$ cat src/rtl/mcts_pkg.sv
package mcts_pkg;

    // Number of distinct note periods in the melody and the phase slots per period.
    localparam int NUM_PERIODS = 8;
    localparam int PHASE_SLOTS = 32;
    localparam int CLASS_W     = 3;
    localparam int PHASE_W     = 5;
    localparam int NOTE_W      = 5;
    localparam int PERIOD_W    = 5;
    localparam int COS_MAG_W   = 15;
    localparam int VOLUME_W    = 15;
    localparam int REPEAT_W    = 16;
    localparam int SAMPLE_W    = 16;
    localparam int CFG_DATA_W  = 16;

    // Configuration register indexes.
    localparam logic CFG_VOLUME  = 1'b0;
    localparam logic CFG_REPEATS = 1'b1;

    localparam logic [VOLUME_W-1:0] VOLUME_RESET  = 15'd1000;
    localparam logic [REPEAT_W-1:0] REPEATS_RESET = 16'd1000;

    // Period in samples of each period class, shortest first.
    localparam logic [PERIOD_W-1:0] CLASS_PERIOD [NUM_PERIODS] = '{
        5'd15, 5'd17, 5'd18, 5'd20, 5'd22, 5'd24, 5'd27, 5'd30
    };

    // Period class of each note of the melody. Slots past the melody use class 7, the longest period.
    localparam logic [CLASS_W-1:0] NOTE_CLASS [32] = '{
        3'd7, 3'd7, 3'd6, 3'd7, 3'd4, 3'd5, 3'd7, 3'd7,
        3'd6, 3'd7, 3'd3, 3'd4, 3'd7, 3'd7, 3'd0, 3'd2,
        3'd4, 3'd5, 3'd6, 3'd1, 3'd1, 3'd2, 3'd4, 3'd3,
        3'd4, 3'd7, 3'd7, 3'd7, 3'd7, 3'd7, 3'd7, 3'd7
    };

    // Cosine table word: sign and magnitude of the Q1.F cosine value.
    typedef struct packed {
        logic                 neg;
        logic [COS_MAG_W-1:0] mag;
    } cos_word_t;

    localparam logic [63:0] Q62_ONE     = 64'h4000_0000_0000_0000;
    localparam logic [63:0] HALF_PI_Q62 = 64'h6487_ED51_10B4_611A;

    // Fixed-point product (a * b) >> 62, used only while building the table.
    function automatic logic [63:0] mul_q62(input logic [63:0] a, input logic [63:0] b);
        logic [127:0] prod;
        prod = {64'd0, a} * {64'd0, b};
        return prod[125:62];
    endfunction

    // Unsigned quotient by shift and subtract, used only while building the table.
    function automatic logic [63:0] div_u64(input logic [63:0] num, input logic [63:0] den);
        logic [64:0] rem;
        logic [63:0] quo;
        rem = '0;
        quo = '0;
        for (int b = 63; b >= 0; b--) begin
            rem = {rem[63:0], num[b]};
            if (rem >= {1'b0, den}) begin
                rem    = rem - {1'b0, den};
                quo[b] = 1'b1;
            end
        end
        return quo;
    endfunction

    // Cosine or sine in Q62 for an angle in the first quadrant, by Taylor series.
    function automatic logic [63:0] trig_q62(input logic want_sin, input logic [63:0] x);
        logic [63:0] x2;
        logic [63:0] t;
        logic [63:0] pos;
        logic [63:0] negsum;
        logic [63:0] k;
        x2     = mul_q62(x, x);
        t      = want_sin ? x : Q62_ONE;
        pos    = t;
        negsum = 64'd0;
        k      = want_sin ? 64'd2 : 64'd1;
        for (int i = 1; i <= 14; i++) begin
            t = div_u64(mul_q62(t, x2), k * (k + 64'd1));
            k = k + 64'd2;
            if (i[0]) begin
                negsum = negsum + t;
            end else begin
                pos = pos + t;
            end
        end
        return pos - negsum;
    endfunction

endpackage

$ cat src/rtl/mcts_cos_rom.sv
module mcts_cos_rom
    import mcts_pkg::*;
#(
    parameter int COS_FRAC_BITS = 15
) (
    input  logic [CLASS_W-1:0] period_class,
    input  logic [PHASE_W-1:0] phase,
    output cos_word_t          cos_word
);

    // One row of 32 phase slots for each period class; slots past the period hold zero.
    cos_word_t rom_table [NUM_PERIODS*PHASE_SLOTS];

    for (genvar c = 0; c < NUM_PERIODS; c++) begin : g_class
        for (genvar p = 0; p < PHASE_SLOTS; p++) begin : g_phase
            localparam logic [63:0] PER   = {59'd0, CLASS_PERIOD[c]};
            localparam logic [63:0] QV    = 64'(4 * p);
            localparam logic [63:0] QUAD  = (QV / PER) & 64'd3;
            localparam logic [63:0] REM   = QV % PER;
            localparam logic [63:0] ANGLE = (HALF_PI_Q62 / PER) * REM
                                          + ((HALF_PI_Q62 % PER) * REM) / PER;
            localparam logic [63:0] TRIG  = trig_q62(QUAD[0], ANGLE);
            localparam logic [63:0] AMP   = (64'd1 << COS_FRAC_BITS) - 64'd1;
            localparam logic [63:0] MAG   = (AMP * (TRIG >> 20) + (64'd1 << 41)) >> 42;
            localparam logic        IN_PERIOD = (64'(p) < PER);
            localparam logic        NEGV  = (QUAD == 64'd1) || (QUAD == 64'd2);

            assign rom_table[c*PHASE_SLOTS + p].neg = IN_PERIOD && NEGV;
            assign rom_table[c*PHASE_SLOTS + p].mag = IN_PERIOD ? MAG[COS_MAG_W-1:0]
                                                                : '0;
        end
    end

    assign cos_word = rom_table[{period_class, phase}];

endmodule

$ cat src/rtl/melody_cosine_tone_sequencer_top.sv
// Melody cosine tone sequencer. Every input word with tick set yields exactly one output
// word holding the next audio sample of a fixed 25-note melody, the note it belongs to,
// and a song_end flag on the last sample before the melody wraps to note 0; a word with
// tick clear is taken and yields nothing. Each note is a cosine of 15 to 30 samples per
// period, played for repeats_per_note whole periods (0 acts as 1), scaled by volume and
// truncated toward zero. The block takes one word per clock while the output is not
// stalled: the first stage looks up the cosine table and advances the note, phase and
// repeat counters, the second stage does the volume multiply; the output handshake alone
// sets the rate. Configuration is written through cfg_we, cfg_index and cfg_wdata (index
// 0 volume, index 1 repeats_per_note); the user must write it only while the block is
// idle; the block does not enforce it. Both reset to 1000; there is no clearing pass.
module melody_cosine_tone_sequencer_top
    import mcts_pkg::*;
#(
    parameter int NUM_NOTES     = 25,
    parameter int COS_FRAC_BITS = 15
) (
    input  logic                  aclk,
    input  logic                  aresetn,

    input  logic                  cfg_we,
    input  logic                  cfg_index,
    input  logic [CFG_DATA_W-1:0] cfg_wdata,

    input  logic                  s_valid,
    output logic                  s_ready,
    input  logic                  s_tick,

    output logic                  m_valid,
    input  logic                  m_ready,
    output logic [SAMPLE_W-1:0]   m_sample,
    output logic [NOTE_W-1:0]     m_note_number,
    output logic                  m_song_end
);

    localparam logic [NOTE_W:0] NOTE_COUNT = (NOTE_W+1)'(NUM_NOTES);

    // Configuration registers.
    logic [VOLUME_W-1:0] volume_reg;
    logic [REPEAT_W-1:0] repeats_reg;

    // Sequencer state.
    logic [NOTE_W-1:0]   note_pos_reg,      note_pos_next;
    logic [PHASE_W-1:0]  phase_pos_reg,     phase_pos_next;
    logic [REPEAT_W-1:0] period_repeat_reg, period_repeat_next;

    // First stage: cosine word and tags of the sample being built.
    logic                s1_valid_reg;
    cos_word_t           s1_cos_reg;
    logic [NOTE_W-1:0]   s1_note_reg;
    logic                s1_end_reg;

    // Output register.
    logic                m_valid_reg;
    logic [SAMPLE_W-1:0] m_sample_reg,      m_sample_next;
    logic [NOTE_W-1:0]   m_note_reg;
    logic                m_end_reg;

    logic                s1_advance;
    logic                fire;
    logic [CLASS_W-1:0]  period_class;
    logic [PERIOD_W-1:0] period;
    logic [PHASE_W-1:0]  phase_eff;
    logic [REPEAT_W-1:0] reps_eff;
    logic                last_phase;
    logic                last_repeat;
    logic                last_note;
    logic                song_end;
    cos_word_t           cos_word;
    logic [VOLUME_W+COS_MAG_W-1:0] product;
    logic [SAMPLE_W-1:0] sample_mag;

    // The output register frees the first stage whenever it is empty or being drained.
    assign s1_advance = !m_valid_reg || m_ready;
    assign s_ready    = !s1_valid_reg || s1_advance;
    assign fire       = s_valid && s_ready && s_tick;

    assign period_class = NOTE_CLASS[note_pos_reg];
    assign period       = CLASS_PERIOD[period_class];
    // A phase left beyond the period plays as the start of the period.
    assign phase_eff    = (phase_pos_reg >= period) ? '0 : phase_pos_reg;
    assign reps_eff     = (repeats_reg == '0) ? REPEAT_W'(1) : repeats_reg;

    assign last_phase  = ({1'b0, phase_eff} + 6'd1) >= {1'b0, period};
    assign last_repeat = ({1'b0, period_repeat_reg} + 17'd1) >= {1'b0, reps_eff};
    assign last_note   = ({1'b0, note_pos_reg} + 6'd1) >= NOTE_COUNT;
    assign song_end    = last_phase && last_repeat && last_note;

    mcts_cos_rom #(
        .COS_FRAC_BITS(COS_FRAC_BITS)
    ) u_cos_rom (
        .period_class(period_class),
        .phase       (phase_eff),
        .cos_word    (cos_word)
    );

    // Phase runs through the period, then the period repeats, then the note advances.
    always_comb begin
        note_pos_next      = note_pos_reg;
        phase_pos_next     = phase_eff;
        period_repeat_next = period_repeat_reg;
        if (!last_phase) begin
            phase_pos_next = phase_eff + PHASE_W'(1);
        end else begin
            phase_pos_next = '0;
            if (!last_repeat) begin
                period_repeat_next = period_repeat_reg + REPEAT_W'(1);
            end else begin
                period_repeat_next = '0;
                note_pos_next      = last_note ? '0 : note_pos_reg + NOTE_W'(1);
            end
        end
    end

    // Volume scaling: truncate the magnitude, then apply the sign.
    assign product    = {{COS_MAG_W{1'b0}}, volume_reg} * {{VOLUME_W{1'b0}}, s1_cos_reg.mag};
    assign sample_mag = SAMPLE_W'(product >> COS_FRAC_BITS);
    assign m_sample_next = s1_cos_reg.neg ? (SAMPLE_W'(0) - sample_mag) : sample_mag;

    always_ff @(posedge aclk) begin
        if (!aresetn) begin
            volume_reg  <= VOLUME_RESET;
            repeats_reg <= REPEATS_RESET;
        end else if (cfg_we) begin
            case (cfg_index)
                CFG_VOLUME:  volume_reg  <= cfg_wdata[VOLUME_W-1:0];
                CFG_REPEATS: repeats_reg <= cfg_wdata[REPEAT_W-1:0];
                default: ;
            endcase
        end
    end

    always_ff @(posedge aclk) begin
        if (!aresetn) begin
            note_pos_reg      <= '0;
            phase_pos_reg     <= '0;
            period_repeat_reg <= '0;
        end else if (fire) begin
            note_pos_reg      <= note_pos_next;
            phase_pos_reg     <= phase_pos_next;
            period_repeat_reg <= period_repeat_next;
        end
    end

    always_ff @(posedge aclk) begin
        if (!aresetn) begin
            s1_valid_reg <= 1'b0;
            m_valid_reg  <= 1'b0;
        end else begin
            if (s_ready) begin
                s1_valid_reg <= fire;
            end
            if (s1_advance) begin
                m_valid_reg <= s1_valid_reg;
            end
        end
    end

    always_ff @(posedge aclk) begin
        if (fire) begin
            s1_cos_reg  <= cos_word;
            s1_note_reg <= note_pos_reg;
            s1_end_reg  <= song_end;
        end
        if (s1_advance && s1_valid_reg) begin
            m_sample_reg <= m_sample_next;
            m_note_reg   <= s1_note_reg;
            m_end_reg    <= s1_end_reg;
        end
    end

    assign m_valid       = m_valid_reg;
    assign m_sample      = m_sample_reg;
    assign m_note_number = m_note_reg;
    assign m_song_end    = m_end_reg;

endmodule
$ cat config.mk
export PLATFORM = sky130hd
export DESIGN_NAME = melody_cosine_tone_sequencer_top
export DESIGN_NICKNAME = d
export VERILOG_FILES = /design/src/rtl/mcts_pkg.sv /design/src/rtl/mcts_cos_rom.sv /design/src/rtl/melody_cosine_tone_sequencer_top.sv
export SDC_FILE = /design/constraint.sdc
export NUM_CORES = 1
export LEC_CHECK = 0
export ABC_AREA = 1
export BUFFER_PORTS_ARGS = -buffer_cell sky130_fd_sc_hd__buf_2
export CAP_MARGIN = 0
export CORE_ASPECT_RATIO = 1.1
export CORE_MARGIN = 5
export CORE_UTILIZATION = 50
export CTS_CLUSTER_DIAMETER = 150
export DETAILED_ROUTE_END_ITERATION = 7
export PLACE_DENSITY_LB_ADDON = 0.25
export SLEW_MARGIN = 20
export SYNTH_ARGS = -nofsm -noshare
export SYNTH_HDL_FRONTEND = slang
export SYNTH_SLANG_ARGS = --single-unit
export TNS_END_PERCENT = 10
$ cat constraint.sdc
create_clock -name aclk -period 8 [get_ports aclk]
set_clock_uncertainty 0.15 [all_clocks]
set_input_delay 1.2 -clock aclk [delete_from_list [all_inputs] [get_ports aclk]]
set_output_delay 1.2 -clock aclk [all_outputs]
set_load 0.005 [all_outputs]
==> metrics.cfg <==
[critical_path]
path_common_cell=nand2_1
end_kind=register
max_stage_delay_ps=720
worst-endpoint-required_ps=8100
arrival_ps=7050
path_max_fanout=18
r2r_setup_slack_ps=1050
reg2reg_to=note_pos_reg[0]
crit_type=register to register
worst_r2r_path_depth=31
critPathLaunchType=register
reg2reg_from=note_pos_reg[0]
critPathSlowestCell=nand2_1

[cells_and_area]
mostFrequentLayoutCell=nand2_1
area_growth_syn_to_layout_pct=4.94
final_cells=2954
fin_util_pct=53.2
fin_nets=2861
nFillCells=3433
diodes=0
mostFrequentLayoutCells=745 x nand2_1, 523 x inv_1, 169 x nor2_1
drive_above_1_share_pct=5.59

[floorplan]
core_sq_mm=0.0333
die_y_um=203
num_io_pins=47
initial_utilization_pct=50.7
die_w_um=185
num_rows=70
dieArea_sq_mm=0.0375

[route]
drt_iter0_markers=1676
drcViolationCount=0
dr_total_vias=16500
wl_per_cell_um=19.2
drtPass1Iterations=6
drt-total-wl_um=56700
drtAntennaViolNets=0
viasPerCell=5.57

[clock_network]
insertion_delay_ps=360
cts_tree=done
htree_levels=3
hold_buffers=0
path_clk_slew_ps=80
clock-sinks=103
cts_buffers=9
cts_root_buf=clkbuf_16
cts_max_path_buffers=2
cts_setup_buffers=0
cts_resized=0

[global_route]
antenna_found_initial=0
grt_pass1_wl_um=90200
track_usage_pct=30.5
grt_max_degree=61
grt-ovfl-total=0
first_global_vias=16600

[synthesis]
syn_nets=2871
synth_area_sq_mm=0.0169
synthMuxAreaShare_pct=0
ys_async_sr_fraction_pct=0
synthXorXnorAreaFrac_pct=1.30
synth.ff_latch_count=103
avgSynthCellArea_sq_um=6.68
synth_cell_types=53
yosys.area_share.simple_pct=29.3
ys_seq_area_share_pct=14.8
synth_edf_count=44
synth_compound_area_share_pct=9.00
yosysWarnings=0
ys.flop_type=dfxtp_1
synth_fa_ha_area_share_pct=31.2
synth_top_family_by_area=adder cells
synth_cells=2527

[min_path]
worstHoldPathType=register to register
worstHoldStart=s1_note_reg[1]
holdPathEnd=m_note_number[1]
whs_path_depth=0

[timing]
fin_tns_setup_ps=0
worstMarginPinSlew_ps=987
slew_headroom_pct=34.1
slew_viol_final=0
hold_viol_final=0
setup_viol=0
rsz0062_at_grt=false
max_freq_mhz=144
fin_crit_ps=6950
min_period_over_period_pct=86.8

[place]
gp_congestion=1.05
place.detailed.hpwl_um=44500
dp_cells=2938
place.port_buffers=46

[outcome]
status=complete, no violations

[run]
maxCapViolations=0

kinds of logic after synthesis:
group                    Yosys count
AND/OR/NAND/NOR                 1173
buffers and inverters            627
adder cells (fa/ha/maj)          321
AO/OA/AOI/OAI                    278
flip-flops                       103
XOR/XNOR                          25
layer usage:
layer	share of wire (%)	global-route usage [%]	vias up
met5	0	0	-
met4	5.8	14.9	0
met3	7.1	3.55	195
met2	48	51.6	758
met1	39	38.6	7755
li1	-	-	7743
synth_stat cells, types with 3 or more instances:
master	instances	area, sq um
nand2_2	4	25.0
o21bai_1	10	75.1
buf_4	4	30.0
clkbuf_1	55	206
buf_2	26	130
xnor2_1	6	52.6
nor4_1	5	31.3
nand3b_1	6	45.0
a31oi_1	8	50.1
fa_1	167	3340
a21oi_1	111	556
inv_2	15	56.3
nand2_4	3	33.8
o211ai_1	18	135
o22ai_1	4	25.0
xor2_1	19	166
nand4_1	32	200
inv_1	523	1960
nor3_1	12	60.1
nor2_2	16	100
nand2_1	745	2800
o21ai_0	95	475
ha_1	154	1930
nor2_4	4	45.0
edfxtp_1	44	1320
nand3_2	6	60.1
o21ai_1	19	95.1
dfxtp_1	59	1180
nor2_1	169	634
nand3_1	158	791
layout make-up:
cell class              instances  area (sq um)  share of cell area, %
multi-input cells            1797         12000                   67.5
repair buffers                 68           395                   2.23
flip-flops and latches        103          2500                   14.1
clock inverters                 6          62.6                  0.353
inverters                     538          2020                   11.4
well taps                     432           541                   3.05
clock buffers                  10           229                   1.29
stage by stage:
stage | worst slack, ps | hold WS [ps] | area, sq um
after detailed placement | 1150 | 256 | 17400
after floorplan | 1840 | 250 | 16900
after global placement | 1230 | 252 | 17400
after CTS | 1100 | 256 | 17700
after global routing | 530 | 262 | 17700
final | 1050 | 259 | 17700
worst max path at each step:
stage | to | from | cells past startpoint | slack [ps]
floorplan | m_sample[12] | s1_cos_reg[5] | 31 | 1840
global placement | period_repeat_reg[11] | note_pos_reg[0] | 31 | 1230
detailed placement | period_repeat_reg[11] | note_pos_reg[0] | 31 | 1150
CTS | note_pos_reg[0] | note_pos_reg[0] | 31 | 1100
global route | period_repeat_reg[10] | note_pos_reg[0] | 33 | 530
finish | note_pos_reg[0] | note_pos_reg[0] | 31 | 1050
worst max-delay path: cells and delay by family (launching register included):
kind                     cells  cell delay, ps
AO/OA/AOI/OAI                6             970
adder cells (fa/ha/maj)      5            1460
buffers and inverters        5             730
AND/OR/NAND/NOR             15            3030
flip-flops                   1             500
Power is left out: the tool's default activity adds up to more than one toggle a clock period on the data nets, which glitch-free logic cannot reach.
